## src/rtl/core/tbm_pkg.sv

```systemverilog
// shared types and constants of the token bucket packet meter
`default_nettype none

package tbm_pkg;

  // field widths of the ports
  localparam int unsigned TIME_W     = 63;
  localparam int unsigned LEN_W      = 16;
  localparam int unsigned PPB_W      = 20;
  localparam int unsigned BKT_W      = 24;
  localparam int unsigned CFG_DATA_W = 63;
  localparam int unsigned CFG_IDX_W  = 2;

  // per-byte cost after the quarter and half rate scaling
  localparam int unsigned RATE_W = PPB_W + 2;

  // defaults of the top level parameters
  localparam int unsigned CREDIT_BITS_DEF = 24;
  localparam int unsigned TIME_BITS_DEF   = 63;

  // register reset values
  localparam logic [PPB_W-1:0] PPB_RST = PPB_W'(80);
  localparam logic [BKT_W-1:0] BKT_RST = BKT_W'(65536);

  // register indexes
  localparam logic [CFG_IDX_W-1:0] CFG_PS_PER_BYTE        = 2'd0;
  localparam logic [CFG_IDX_W-1:0] CFG_BUCKET_BYTES       = 2'd1;
  localparam logic [CFG_IDX_W-1:0] CFG_QUARTER_RATE_UNTIL = 2'd2;
  localparam logic [CFG_IDX_W-1:0] CFG_HALF_RATE_UNTIL    = 2'd3;

  // verdict codes
  localparam logic COLOR_GREEN = 1'b0;
  localparam logic COLOR_RED   = 1'b1;

  // controller to datapath commands
  typedef struct packed {
    logic load_item;  // capture the accepted word
    logic prep;       // elapsed time and per-byte cost
    logic load_div;   // overflow check and divider setup
    logic div_step;   // one quotient bit
    logic refill;     // add the quotient to the credit
    logic verdict;    // color the packet and charge the credit
  } tbm_cmd_t;

  // datapath to controller status
  typedef struct packed {
    logic div_last;   // the current step produces the last quotient bit
  } tbm_sts_t;

endpackage

`default_nettype wire

```

## src/rtl/core/tbm_chan_if.sv

```systemverilog
// valid/ready channel interfaces for packet words and verdict words
`default_nettype none

interface tbm_in_if import tbm_pkg::*; ();
  logic              valid;
  logic              ready;
  logic [TIME_W-1:0] arrival_time;
  logic [LEN_W-1:0]  packet_bytes;

  modport source (output valid, output arrival_time, output packet_bytes, input ready);
  modport sink   (input valid, input arrival_time, input packet_bytes, output ready);
endinterface

interface tbm_out_if import tbm_pkg::*; ();
  logic valid;
  logic ready;
  logic color;

  modport source (output valid, output color, input ready);
  modport sink   (input valid, input color, output ready);
endinterface

`default_nettype wire

```

## src/rtl/core/tbm_ctrl.sv

```systemverilog
// sequencing state machine of the token bucket packet meter
`default_nettype none

module tbm_ctrl import tbm_pkg::*; (
  input  wire logic     clk_i,
  input  wire logic     rst_ni,
  input  wire logic     in_valid_i,
  output logic          in_ready_o,
  output logic          out_valid_o,
  input  wire logic     out_ready_i,
  input  wire tbm_sts_t sts_i,
  output tbm_cmd_t      cmd_o
);

  typedef enum logic [5:0] {
    S_IDLE   = 6'b000001,
    S_PREP   = 6'b000010,
    S_LOAD   = 6'b000100,
    S_DIV    = 6'b001000,
    S_REFILL = 6'b010000,
    S_DONE   = 6'b100000
  } state_e;

  state_e state_q, state_d;
  logic   out_valid_q, out_valid_d;
  logic   slot_free;

  assign slot_free   = !out_valid_q || out_ready_i;
  assign in_ready_o  = (state_q == S_IDLE);
  assign out_valid_o = out_valid_q;

  always_comb begin
    state_d = state_q;
    cmd_o   = '0;
    case (state_q)
      S_IDLE: begin
        if (in_valid_i) begin
          cmd_o.load_item = 1'b1;
          state_d         = S_PREP;
        end
      end
      S_PREP: begin
        cmd_o.prep = 1'b1;
        state_d    = S_LOAD;
      end
      S_LOAD: begin
        cmd_o.load_div = 1'b1;
        state_d        = S_DIV;
      end
      S_DIV: begin
        cmd_o.div_step = 1'b1;
        if (sts_i.div_last) begin
          state_d = S_REFILL;
        end
      end
      S_REFILL: begin
        cmd_o.refill = 1'b1;
        state_d      = S_DONE;
      end
      S_DONE: begin
        if (slot_free) begin
          cmd_o.verdict = 1'b1;
          state_d       = S_IDLE;
        end
      end
      default: begin
        state_d = S_IDLE;
      end
    endcase
  end

  always_comb begin
    out_valid_d = out_valid_q;
    if (cmd_o.verdict) begin
      out_valid_d = 1'b1;
    end else if (out_ready_i) begin
      out_valid_d = 1'b0;
    end
  end

  always_ff @(posedge clk_i or negedge rst_ni) begin
    if (!rst_ni) begin
      state_q     <= S_IDLE;
      out_valid_q <= 1'b0;
    end else begin
      state_q     <= state_d;
      out_valid_q <= out_valid_d;
    end
  end

endmodule

`default_nettype wire

```

## src/rtl/core/tbm_dp.sv

```systemverilog
// datapath: registers, refill divider, credit update and verdict
`default_nettype none

module tbm_dp import tbm_pkg::*; #(
  parameter int unsigned CREDIT_BITS = CREDIT_BITS_DEF,
  parameter int unsigned TIME_BITS   = TIME_BITS_DEF
) (
  input  wire logic                  clk_i,
  input  wire logic                  rst_ni,
  input  wire logic                  cfg_we_i,
  input  wire logic [CFG_IDX_W-1:0]  cfg_idx_i,
  input  wire logic [CFG_DATA_W-1:0] cfg_data_i,
  input  wire logic [TIME_W-1:0]     arrival_time_i,
  input  wire logic [LEN_W-1:0]      packet_bytes_i,
  input  wire tbm_cmd_t              cmd_i,
  output tbm_sts_t                   sts_o,
  output logic                       color_o
);

  localparam int unsigned SHIFT_W = RATE_W + CREDIT_BITS;
  localparam int unsigned CMP_W   = (TIME_BITS > SHIFT_W) ? TIME_BITS : SHIFT_W;
  localparam int unsigned LIM_W   = (CREDIT_BITS > BKT_W) ? CREDIT_BITS : BKT_W;
  localparam int unsigned CHK_W   = (CREDIT_BITS > LEN_W) ? CREDIT_BITS : LEN_W;
  localparam int unsigned CNT_W   = $clog2(CREDIT_BITS);

  localparam logic [LIM_W-1:0] LIM_MASK = LIM_W'({CREDIT_BITS{1'b1}});
  localparam logic [LIM_W-1:0] BKT_RST_EXT = LIM_W'(BKT_RST);
  localparam logic [CREDIT_BITS-1:0] CREDIT_RST =
    CREDIT_BITS'((BKT_RST_EXT > LIM_MASK) ? LIM_MASK : BKT_RST_EXT);

  // configuration
  logic [PPB_W-1:0]      ppb_q;
  logic [BKT_W-1:0]      bkt_q;
  logic [CFG_DATA_W-1:0] quarter_q;
  logic [CFG_DATA_W-1:0] half_q;

  // bucket state
  logic [CREDIT_BITS-1:0] credit_q, credit_d;
  logic [TIME_BITS-1:0]   last_q;

  // per packet work registers
  logic [TIME_BITS-1:0]   now_q;
  logic [LEN_W-1:0]       len_q;
  logic [TIME_BITS-1:0]   elapsed_q;
  logic [RATE_W-1:0]      rate_q;
  logic                   sat_q;
  logic [RATE_W-1:0]      rem_q;
  logic [CREDIT_BITS-1:0] low_q;
  logic [CREDIT_BITS-1:0] quot_q;
  logic [CNT_W-1:0]       cnt_q;
  logic                   color_q;

  logic [PPB_W-1:0]       ppb_eff;
  logic [RATE_W-1:0]      rate_d;
  logic [TIME_BITS-1:0]   elapsed_d;
  logic [CMP_W-1:0]       el_ext;
  logic [CMP_W-1:0]       rate_shl;
  logic [RATE_W:0]        trial;
  logic                   qbit;
  logic [LIM_W-1:0]       bkt_ext;
  logic [CREDIT_BITS-1:0] limit;
  logic [CREDIT_BITS:0]   sum;
  logic                   red;

  // per-byte cost, scaled up by four or two in the early windows
  assign ppb_eff = (ppb_q == '0) ? PPB_W'(1) : ppb_q;

  always_comb begin
    if (now_q < quarter_q[TIME_BITS-1:0]) begin
      rate_d = {ppb_eff, 2'b00};
    end else if (now_q < half_q[TIME_BITS-1:0]) begin
      rate_d = {1'b0, ppb_eff, 1'b0};
    end else begin
      rate_d = {2'b00, ppb_eff};
    end
  end

  assign elapsed_d = (now_q > last_q) ? (now_q - last_q) : '0;

  // quotient overflows the credit width when elapsed >= rate * 2^CREDIT_BITS
  assign el_ext   = CMP_W'(elapsed_q);
  assign rate_shl = CMP_W'(rate_q) << CREDIT_BITS;

  // restoring division, one bit per step
  assign trial = {rem_q, low_q[CREDIT_BITS-1]};
  assign qbit  = (trial >= {1'b0, rate_q});

  assign sts_o.div_last = (cnt_q == '0);

  // bucket size capped at the credit width
  assign bkt_ext = LIM_W'(bkt_q);
  assign limit   = CREDIT_BITS'((bkt_ext > LIM_MASK) ? LIM_MASK : bkt_ext);

  assign sum = {1'b0, credit_q} + {1'b0, quot_q};
  assign red = (CHK_W'(len_q) > CHK_W'(credit_q));

  always_comb begin
    credit_d = credit_q;
    if (cmd_i.refill) begin
      if (sat_q || (sum >= {1'b0, limit})) begin
        credit_d = limit;
      end else begin
        credit_d = sum[CREDIT_BITS-1:0];
      end
    end else if (cmd_i.verdict && !red) begin
      credit_d = credit_q - CREDIT_BITS'(len_q);
    end
  end

  always_ff @(posedge clk_i or negedge rst_ni) begin
    if (!rst_ni) begin
      ppb_q     <= PPB_RST;
      bkt_q     <= BKT_RST;
      quarter_q <= '0;
      half_q    <= '0;
      credit_q  <= CREDIT_RST;
      last_q    <= '0;
      cnt_q     <= '0;
    end else begin
      if (cfg_we_i) begin
        case (cfg_idx_i)
          CFG_PS_PER_BYTE:        ppb_q     <= cfg_data_i[PPB_W-1:0];
          CFG_BUCKET_BYTES:       bkt_q     <= cfg_data_i[BKT_W-1:0];
          CFG_QUARTER_RATE_UNTIL: quarter_q <= cfg_data_i;
          CFG_HALF_RATE_UNTIL:    half_q    <= cfg_data_i;
          default: ;
        endcase
      end
      credit_q <= credit_d;
      if (cmd_i.prep) begin
        last_q <= now_q;
      end
      if (cmd_i.load_div) begin
        cnt_q <= CNT_W'(CREDIT_BITS - 1);
      end else if (cmd_i.div_step) begin
        cnt_q <= cnt_q - CNT_W'(1);
      end
    end
  end

  always_ff @(posedge clk_i) begin
    if (cmd_i.load_item) begin
      now_q <= arrival_time_i[TIME_BITS-1:0];
      len_q <= packet_bytes_i;
    end
    if (cmd_i.prep) begin
      rate_q    <= rate_d;
      elapsed_q <= elapsed_d;
    end
    if (cmd_i.load_div) begin
      sat_q <= (el_ext >= rate_shl);
      rem_q <= RATE_W'(el_ext >> CREDIT_BITS);
      low_q <= el_ext[CREDIT_BITS-1:0];
    end
    if (cmd_i.div_step) begin
      rem_q  <= qbit ? RATE_W'(trial - {1'b0, rate_q}) : trial[RATE_W-1:0];
      low_q  <= low_q << 1;
      quot_q <= {quot_q[CREDIT_BITS-2:0], qbit};
    end
    if (cmd_i.verdict) begin
      color_q <= red ? COLOR_RED : COLOR_GREEN;
    end
  end

  assign color_o = color_q;

endmodule

`default_nettype wire

```

## src/rtl/core/token_bucket_packet_meter.sv

```systemverilog
// top level of the single-rate two-color token bucket packet meter
`default_nettype none

// Two-color packet meter. Each packet word carries its arrival time in
// picoseconds and its length in bytes, and yields one verdict word: green
// (0) when the packet fits in the byte credit, which is then charged with
// its length, or red (1), which leaves the credit alone. Before coloring,
// the bucket is refilled by the whole number of bytes the elapsed time buys
// at ps_per_byte (four times the cost before quarter_rate_until, twice
// before half_rate_until), saturating at bucket_bytes; a fractional byte is
// lost and an arrival earlier than the previous one adds nothing. A packet
// goes through these steps from acceptance until the meter is ready for the
// next one: capture, elapsed time and cost, the overflow check, the restoring
// divider at one quotient bit per cycle, refill, and coloring, which waits
// while the previous verdict is still untaken. The verdict sits in an output
// register, so the next packet is taken while it waits. Configuration writes
// are only safe while idle.
module token_bucket_packet_meter import tbm_pkg::*; #(
  parameter int unsigned CREDIT_BITS = CREDIT_BITS_DEF,
  parameter int unsigned TIME_BITS   = TIME_BITS_DEF
) (
  input  wire logic                  clk_i,
  input  wire logic                  rst_ni,
  input  wire logic                  cfg_we_i,
  input  wire logic [CFG_IDX_W-1:0]  cfg_idx_i,
  input  wire logic [CFG_DATA_W-1:0] cfg_data_i,
  tbm_in_if.sink                     pkt_i,
  tbm_out_if.source                  vrd_o
);

  tbm_cmd_t cmd;
  tbm_sts_t sts;

  // sequencer: accepts a word, walks the datapath, holds the verdict slot
  tbm_ctrl u_ctrl (
    .clk_i       (clk_i),
    .rst_ni      (rst_ni),
    .in_valid_i  (pkt_i.valid),
    .in_ready_o  (pkt_i.ready),
    .out_valid_o (vrd_o.valid),
    .out_ready_i (vrd_o.ready),
    .sts_i       (sts),
    .cmd_o       (cmd)
  );

  // registers, divider and bucket arithmetic
  tbm_dp #(
    .CREDIT_BITS (CREDIT_BITS),
    .TIME_BITS   (TIME_BITS)
  ) u_dp (
    .clk_i          (clk_i),
    .rst_ni         (rst_ni),
    .cfg_we_i       (cfg_we_i),
    .cfg_idx_i      (cfg_idx_i),
    .cfg_data_i     (cfg_data_i),
    .arrival_time_i (pkt_i.arrival_time),
    .packet_bytes_i (pkt_i.packet_bytes),
    .cmd_i          (cmd),
    .sts_o          (sts),
    .color_o        (vrd_o.color)
  );

  // one datapath operation at a time
  assert property (@(posedge clk_i) disable iff (!rst_ni)
    $onehot0({cmd.load_item, cmd.prep, cmd.load_div, cmd.div_step, cmd.refill,
              cmd.verdict}))
    else $error("more than one datapath command at once");

  // a verdict is never written over one still waiting to be taken
  assert property (@(posedge clk_i) disable iff (!rst_ni)
    cmd.verdict |-> (!vrd_o.valid || vrd_o.ready))
    else $error("verdict overwrites a pending word");

  // no second packet while one is in work
  assert property (@(posedge clk_i) disable iff (!rst_ni)
    (pkt_i.valid && pkt_i.ready) |=> !pkt_i.ready)
    else $error("meter ready again right after an accept");

  // after a refill only coloring comes next, no more division and no new packet
  assert property (@(posedge clk_i) disable iff (!rst_ni)
    cmd.refill |=> !cmd.div_step && !cmd.load_item)
    else $error("refill not followed by coloring");

endmodule

`default_nettype wire

```

## src/flat_wrapper.sv

```systemverilog
// flat-port wrapper written by rule: the top's interface ports become plain ports
module token_bucket_packet_meter_flat import tbm_pkg::*;
#(
  parameter int unsigned CREDIT_BITS = CREDIT_BITS_DEF,
  parameter int unsigned TIME_BITS   = TIME_BITS_DEF
)
  (clk_i, rst_ni, cfg_we_i, cfg_idx_i, cfg_data_i, pkt_i_valid, pkt_i_arrival_time, pkt_i_packet_bytes, pkt_i_ready, vrd_o_valid, vrd_o_color, vrd_o_ready);
  tbm_in_if pkt_i_i ();
  tbm_out_if vrd_o_i ();
  input  wire logic clk_i;
  input  wire logic rst_ni;
  input  wire logic cfg_we_i;
  input  wire logic [CFG_IDX_W-1:0] cfg_idx_i;
  input  wire logic [CFG_DATA_W-1:0] cfg_data_i;
  input wire logic [$bits(pkt_i_i.valid)-1:0] pkt_i_valid;
  input wire logic [$bits(pkt_i_i.arrival_time)-1:0] pkt_i_arrival_time;
  input wire logic [$bits(pkt_i_i.packet_bytes)-1:0] pkt_i_packet_bytes;
  output wire logic [$bits(pkt_i_i.ready)-1:0] pkt_i_ready;
  output wire logic [$bits(vrd_o_i.valid)-1:0] vrd_o_valid;
  output wire logic [$bits(vrd_o_i.color)-1:0] vrd_o_color;
  input wire logic [$bits(vrd_o_i.ready)-1:0] vrd_o_ready;
  assign pkt_i_i.valid = pkt_i_valid;
  assign pkt_i_i.arrival_time = pkt_i_arrival_time;
  assign pkt_i_i.packet_bytes = pkt_i_packet_bytes;
  assign pkt_i_ready = pkt_i_i.ready;
  assign vrd_o_valid = vrd_o_i.valid;
  assign vrd_o_color = vrd_o_i.color;
  assign vrd_o_i.ready = vrd_o_ready;
  token_bucket_packet_meter #(.CREDIT_BITS(CREDIT_BITS), .TIME_BITS(TIME_BITS)) u_core (.clk_i(clk_i), .rst_ni(rst_ni), .cfg_we_i(cfg_we_i), .cfg_idx_i(cfg_idx_i), .cfg_data_i(cfg_data_i), .pkt_i(pkt_i_i), .vrd_o(vrd_o_i));
endmodule
```

## config.mk

```make
export PLATFORM = sky130hd
export DESIGN_NAME = token_bucket_packet_meter_flat
export DESIGN_NICKNAME = d
export VERILOG_FILES = /design/src/rtl/core/tbm_pkg.sv /design/src/rtl/core/tbm_chan_if.sv /design/src/rtl/core/tbm_ctrl.sv /design/src/rtl/core/tbm_dp.sv /design/src/rtl/core/token_bucket_packet_meter.sv /design/src/flat_wrapper.sv
export SDC_FILE = /design/constraint.sdc
export NUM_CORES = 1
export LEC_CHECK = 0
export BUFFER_PORTS_ARGS = -buffer_cell sky130_fd_sc_hd__buf_2
export CAP_MARGIN = 20
export CELL_PAD_IN_SITES_DETAIL_PLACEMENT = 0
export CELL_PAD_IN_SITES_GLOBAL_PLACEMENT = 1
export CORE_MARGIN = 2
export CORE_UTILIZATION = 45
export DETAILED_ROUTE_END_ITERATION = 10
export MAX_ROUTING_LAYER = met4
export PLACE_DENSITY = 0.74
export RECOVER_POWER = 25
export SLEW_MARGIN = 20
export SYNTH_ARGS = -nofsm -noshare
export SYNTH_HDL_FRONTEND = slang
export SYNTH_SLANG_ARGS = --single-unit
```

## constraint.sdc

```tcl
create_clock -name clk_i -period 4.2 [get_ports clk_i]
set_input_delay 1.26 -clock clk_i [delete_from_list [all_inputs] [get_ports clk_i]]
set_output_delay 1.26 -clock clk_i [all_outputs]
set_load 0.01 [all_outputs]
```

After elaboration in Yosys (flattened, before gate mapping)
Index checks and enable logic that the tools add are counted.

Word-level logic and storage cells: 92. Bits in registers: 505. Input port bits: 149.

Equal/unequal tests: 12. Magnitude comparators: 8. Multiplexer cells: 29. Add/subtract/negate cells: 5. Reduce and logical (&&, ||, !) cells: 17.

Operator list (count): 2-to-1 mux 24 bit (6); less-than comparator 63 bit (2); 2-to-1 mux 22 bit (4); >= comparator 63 x 46 -> 1 bit (1); greater-than comparator 63 bit (1); subtractor 63 bit (1); one-hot mux 6 bit (6 select lines) (1); adder 24 x 24 -> 25 bit (1); >= comparator 25 x 24 -> 1 bit (1); greater-than comparator 16 x 24 -> 1 bit (1); greater-than comparator 24 bit (second input constant) (1); subtractor 24 x 16 -> 24 bit (1); >= comparator 23 x 22 -> 1 bit (1); subtractor 22 bit (1); 2-to-1 mux 21 bit (1); zero test 20 bit (1); 2-to-1 mux 20 bit (1); 2-to-1 mux 6 bit (3); 2-to-1 mux 1 bit (11); 2-to-1 mux 5 bit (2); AND reduction 2 bit (4); equality test 6 x 1 -> 1 bit (second input constant) (1); equality test 6 x 2 -> 1 bit (second input constant) (1); equality test 6 x 3 -> 1 bit (second input constant) (1); other kinds (16) (22).

Logic depth before layout (Yosys ltp)
Word-level depth: 7. Gate-level depth with buffers: 24.

Cells and area by module
A second synthesis with hierarchy kept.

Cell total of the unflattened synthesis: 2937. Area total of the unflattened synthesis: 30600.6 um^2.

Modules (own cells, without submodules): tbm_dp (instances 1, cells each 2889, area each 30175.2 um^2, sequential area each 13638.1 um^2); tbm_ctrl (instances 1, cells each 48, area each 425.4 um^2, sequential area each 176.4 um^2).

Worst setup path before layout
OpenSTA, ideal clock, no wires.

Path kind: reg2reg. From: reg u_core.u_dp.credit_q[0]. To: reg u_core.u_dp.credit_q[0]. Cell stages (with the launch flop): 24. Library setup time: 134 ps. Arrival time: 4346 ps. Slack: -281 ps. Data required time: 4066 ps. Cell sequence: dfrtp_1 ha_1 fa_1 a211oi_1 o21ai_0 nand3_1 a211oi_1 or2_2 nor3_1 o21bai_1 mux2i_1 nand2_1 ha_1 a21oi_1 nor2b_1 o21ai_0 o2111ai_1 o21ai_0 nand3_1 a221o_1 buf_2 clkbuf_1 a211oi_1 a21oi_2.

Word-level cells in the longest chain between the ends: 5.

Ends and longest elaborated chain: start, declared (line tbm_dp.sv:38) `logic [CREDIT_BITS-1:0] credit_q, credit_d;`; start signal, assigned (line tbm_dp.sv:129) `credit_q <= credit_d;`; adder 24 x 24 -> 25 bit (line tbm_dp.sv:94) `assign sum = {1'b0, credit_q} + {1'b0, quot_q};`; >= comparator 25 x 24 -> 1 bit (line tbm_dp.sv:100) `if (sat_q || (sum >= {1'b0, limit})) begin`; logical OR 1 bit (line tbm_dp.sv:100); 2-to-1 mux 24 bit (line tbm_dp.sv:100); 2-to-1 mux 24 bit (line tbm_dp.sv:99) `if (cmd_i.refill) begin`.

Several ways; a longest one is shown, not always the timed one. The select of a mux whose other input is x is not followed. A chain may end at the register's enable or synchronous reset.

Worst setup path in the final report
From: reg u_core.u_dp.quot_q[4]. To: reg u_core.u_dp.credit_q[17].

Word-level cells in the longest chain between the ends: 5.

Ends and longest elaborated chain: start, declared (line tbm_dp.sv:49) `logic [CREDIT_BITS-1:0] quot_q;`; start signal, assigned (line tbm_dp.sv:158) `quot_q <= {quot_q[CREDIT_BITS-2:0], qbit};`; adder 24 x 24 -> 25 bit * (line tbm_dp.sv:94); >= comparator 25 x 24 -> 1 bit (line tbm_dp.sv:100); logical OR 1 bit (line tbm_dp.sv:100); 2-to-1 mux 24 bit * (line tbm_dp.sv:100); 2-to-1 mux 24 bit * (line tbm_dp.sv:99).

Every way passes the cells marked *; elsewhere a longest branch is shown, timed or not.

==> flow_summary_export.csv <==
group,metric,value,unit
run_status,outcome,"complete, but fails checks",
run_status,failed_checks,"setup timing",
synth,syn_inst,2952,
sta,finalHoldViolCount,0,
sta,rsz0062_at_grt,"yes",
global_route,grt_max_degree,209,
floorplan,rows,95,
synth,ys_seq_elements,505,
clock_network,cts_buffers,59,
sta,min_period_over_period,104,%
synth,netlist_area,30500,sq um
synth,synth_top_area_cell,"edfxtp_1",
global_route,gr-total-overflow,0,
clock_network,hold_buffers,0,
hold_path,hold_path_class,"reg2reg",
route,ant_nets,0,
route,routedWlPerCell,19.2,um
synth,synth_flop_cell,"dfrtp_1",
placed_design,dp_slack,-0.661,ns
critical_path,crit_chain,"ha_4 > nand3_1 > or3_4 > o2111ai_2 > a21oi_2 > a211oi_2 > buf_4 > a41oi_4 > nor4b_1 > or3_1 > ha_4 > a211oi_4 > buf_4 > a31oi_1 > o21ai_1 > nand3_1 > a221o_1 > buf_6 > buf_6 > a21o_1 > a21oi_2 > nor3_2",
clock_network,clock-sinks,505,
global_route,grt_pass1_wl,127000,um
global_route,track_usage,23.5,%
placed_design,port-buffer-count,151,
sta,setup_viol,24,
synth,synthTopCellsByArea,"edfxtp_1 23%, dfrtp_1 22%, ha_1 12%",
synth,synth_edf_count,235,
critical_path,crit_path_end_kind,"flip-flop",
job,maxCapViolations,0,
sta,drv_slew,0,
critical_path,crit_type,"reg2reg",
route,drtPass1Iterations,7,
sta,fin_crit,4.38,ns
floorplan,die_h,265,um
sta,setup_tns,-2.28,ns
floorplan,die-width,265,um
critical_path,cp-start-kind,"flip-flop",
global_route,antenna_found_initial,2,
route,routed_wl,79700,um
critical_path,crit_required,4.71,ns
clock_network,cts_root_buf,"clkbuf_16",
floorplan,design.core.area,67200,sq um
synth,yosysWarningCount,0,
placed_design,gp_congestion,0.917,
floorplan,start_util,45.5,%
pwr,vdd_ir_drop_max,0.396,mV
route,vias,22910,
sta,setup_ws,-0.183,ns
sta,fmax,228,MHz
pwr,p_per_area,637,nW/um^2
pwr,p_leak,15.9,nW
synth,yosysSeqAreaShare,45.2,%
critical_path,max_stage_delay,0.44,ns
clock_network,h-tree-depth,2,
route,drtIter0Drc,1452,
critical_path,critPathMaxFanout,6,
critical_path,arrival,4.89,ns
final_layout,multi_input_area,15600,sq um
route,via_per_inst,5.52,
final_layout,area_growth,17.3,%
sta,maxSlewHeadroom,25.7,%
final_layout,drive_gt1_share,19.8,%
synth,syn-num-nets,3402,
final_layout,fill_cells,5929,
clock_network,clk_pin_slew_worst_paths,0.06,ns
global_route,grt_pass1_vias,23340,
synth,synth_cell_type_count,79,
floorplan,dieArea,70000,sq um
clock_network,worstSkewPairLatency,0.64,ns
sta,worst_slew_pin_slew,1.11,ns
synth,async_flop_share,53.3,%
floorplan,num_io_pins,152,
placed_design,dp_hpwl,60600,um
final_layout,regArea,13800,sq um
route,drc_errors,0,
critical_path,crit_family,"compound AO/OA/AOI/OAI gates",
clock_network,cts_tree,"built",
critical_path,crit_path_top_delay_cell,"or3_1",
final_layout,final_nets,3675,
critical_path,critPathBufInv,4,
sta,clock_skew,0.0435,ns
synth,synth.top_cell.area_share,23.1,%
synth,syn_area_per_cell,10.3,sq um
clock_network,ctsLongestPathBuffers,3,
-- worst register-to-register path, delay by kind of cell (launching register included) --
kind | cells | cell delay (ns)
buffers and inverters | 4 | 0.59
flip-flops | 1 | 0.43
AND/OR/NAND/NOR | 6 | 1.20
AO/OA/AOI/OAI | 10 | 1.52
adder cells (fa/ha/maj) | 2 | 0.51
-- flip-flops by register name (all words and copies together), names as in the netlist, 5 cells and up --
name                   count
u_core.u_dp.el_ext        63
u_core.u_dp.half_q        63
u_core.u_dp.last_q        63
u_core.u_dp.now_q         63
u_core.u_dp.quarter_q     63
u_core.u_dp.bkt_ext       24
u_core.u_dp.credit_q      24
u_core.u_dp.low_q         24
u_core.u_dp.quot_q        24
u_core.u_dp.rate_q        22
u_core.u_dp.rem_q         22
u_core.u_dp.ppb_q         20
u_core.u_dp.len_q         16
u_core.u_ctrl.state_q      6
u_core.u_dp.cnt_q          5
-- stage by stage --
stage | power (mW) | hold WS [ns] | cell area (sq um) | utilization, % | cells
6_report | 22.8 | 0.458 | 35800 | 53.3 | 4152
5_1_grt | 24.5 | 0.479 | 35800 | 53.3 | 4150
3_3_place_gp | 17.0 | 0.434 | 33200 | 49.4 | 4011
4_1_cts | 22.8 | 0.457 | 35500 | 52.8 | 4139
3_5_place_dp | 17.2 | 0.443 | 33200 | 49.4 | 4011
2_1_floorplan | 14.2 | 0.431 | 30600 | - | 2952
-- cell families after synthesis --
kind of cell               after synthesis  synth area share, %
and+or+nand+nor                        692                 11.2
adders and majority gates              301                 12.4
muxes                                  242                 8.61
buffers and inverters                  407                 5.08
AOI/OAI and AO/OA                      713                 14.8
xor gates and xnor gates                92                 2.64
DFF                                    505                 45.2
-- routing by layer --
metal  track usage [%]  share of wire (%)
met5                 -                  0
met4              6.33                2.3
met3              2.71                3.7
met2              38.3                 47
met1              31.2                 47
-- cell usage after synthesis, types with 15 or more instances --
library cell / number
edfxtp_1: 235
nor2b_1: 44
nand4_1: 55
xnor2_1: 54
xor2_1: 38
o211ai_1: 19
a21oi_1: 162
nor3_1: 34
a21o_1: 87
or3_1: 15
nand2b_1: 17
nand3_1: 36
mux2_2: 158
nor2_1: 155
o21ai_0: 223
a211oi_1: 28
a31oi_1: 24
a22o_1: 24
mux2i_1: 82
and2_1: 21
o21a_1: 32
ha_1: 297
dfrtp_1: 264
inv_1: 317
nor4_1: 32
clkbuf_1: 61
o21bai_1: 21
nand2_1: 210
-- area by class of cell --
cell class,count,area share (%)
sequential,505,38.6
clock inverter,30,0.908
inverter,320,3.36
multi-input combinational,2040,43.5
timing repair buffer,299,5.77
antenna,3,0.0210
clock buffer,82,4.85
tap,873,3.05
-- final timing paths --
kind,startpoint,endpoint,slack (ns),cells after the start
setup reg to reg,u_core.u_dp.quot_q[4],u_core.u_dp.credit_q[17],-0.18,22
hold / removal,u_core.u_dp.quot_q[22],u_core.u_dp.quot_q[23],0.46,0
hold reg to reg,u_core.u_dp.quot_q[22],u_core.u_dp.quot_q[23],0.46,0
max in group asynchronous,rst_ni,u_core.u_ctrl.state_q[0],2.59,2
setup / recovery,u_core.u_dp.quot_q[4],u_core.u_dp.credit_q[17],-0.18,22
min in group asynchronous,rst_ni,u_core.u_dp.quarter_q[57],0.65,1
-- cell usage in the layout (no fill, tap or decap), types with 19 or more instances in the layout --
cell	n
mux2_2	158
o211ai_1	19
buf_2	147
xnor2_1	54
a21oi_1	157
o21a_1	32
nand3_1	34
buf_4	125
nor4_1	31
a21o_1	87
and2_1	19
nor3_1	31
mux2i_1	82
ha_1	290
nand4_1	55
clkbuf_16	65
o21bai_1	21
a31oi_1	23
inv_1	317
edfxtp_1	235
nor2b_1	44
dfrtp_1	263
xor2_1	38
nand2_1	201
o21ai_0	205
nor2_1	153
a22o_1	24
-- power breakdown --
part	switching (mW)	internal (mW)	leakage (nW)
clock	2.17	3.21	1.00
sequential	0.683	6.67	5.41
combinational	5.85	4.23	9.51
total	8.70	14.1	15.9
-- what timing repair did --
item                                    in CTS  in global routing
resized for setup                           46                 46
gates cloned                                 0                  1
setup buffers                               16                  8
endpoints found under the setup margin      24                 25
pin swaps                                   18                 34
endpoints found under the hold margin        0                  0
Note: power is estimated with default switching activity, not from simulation.
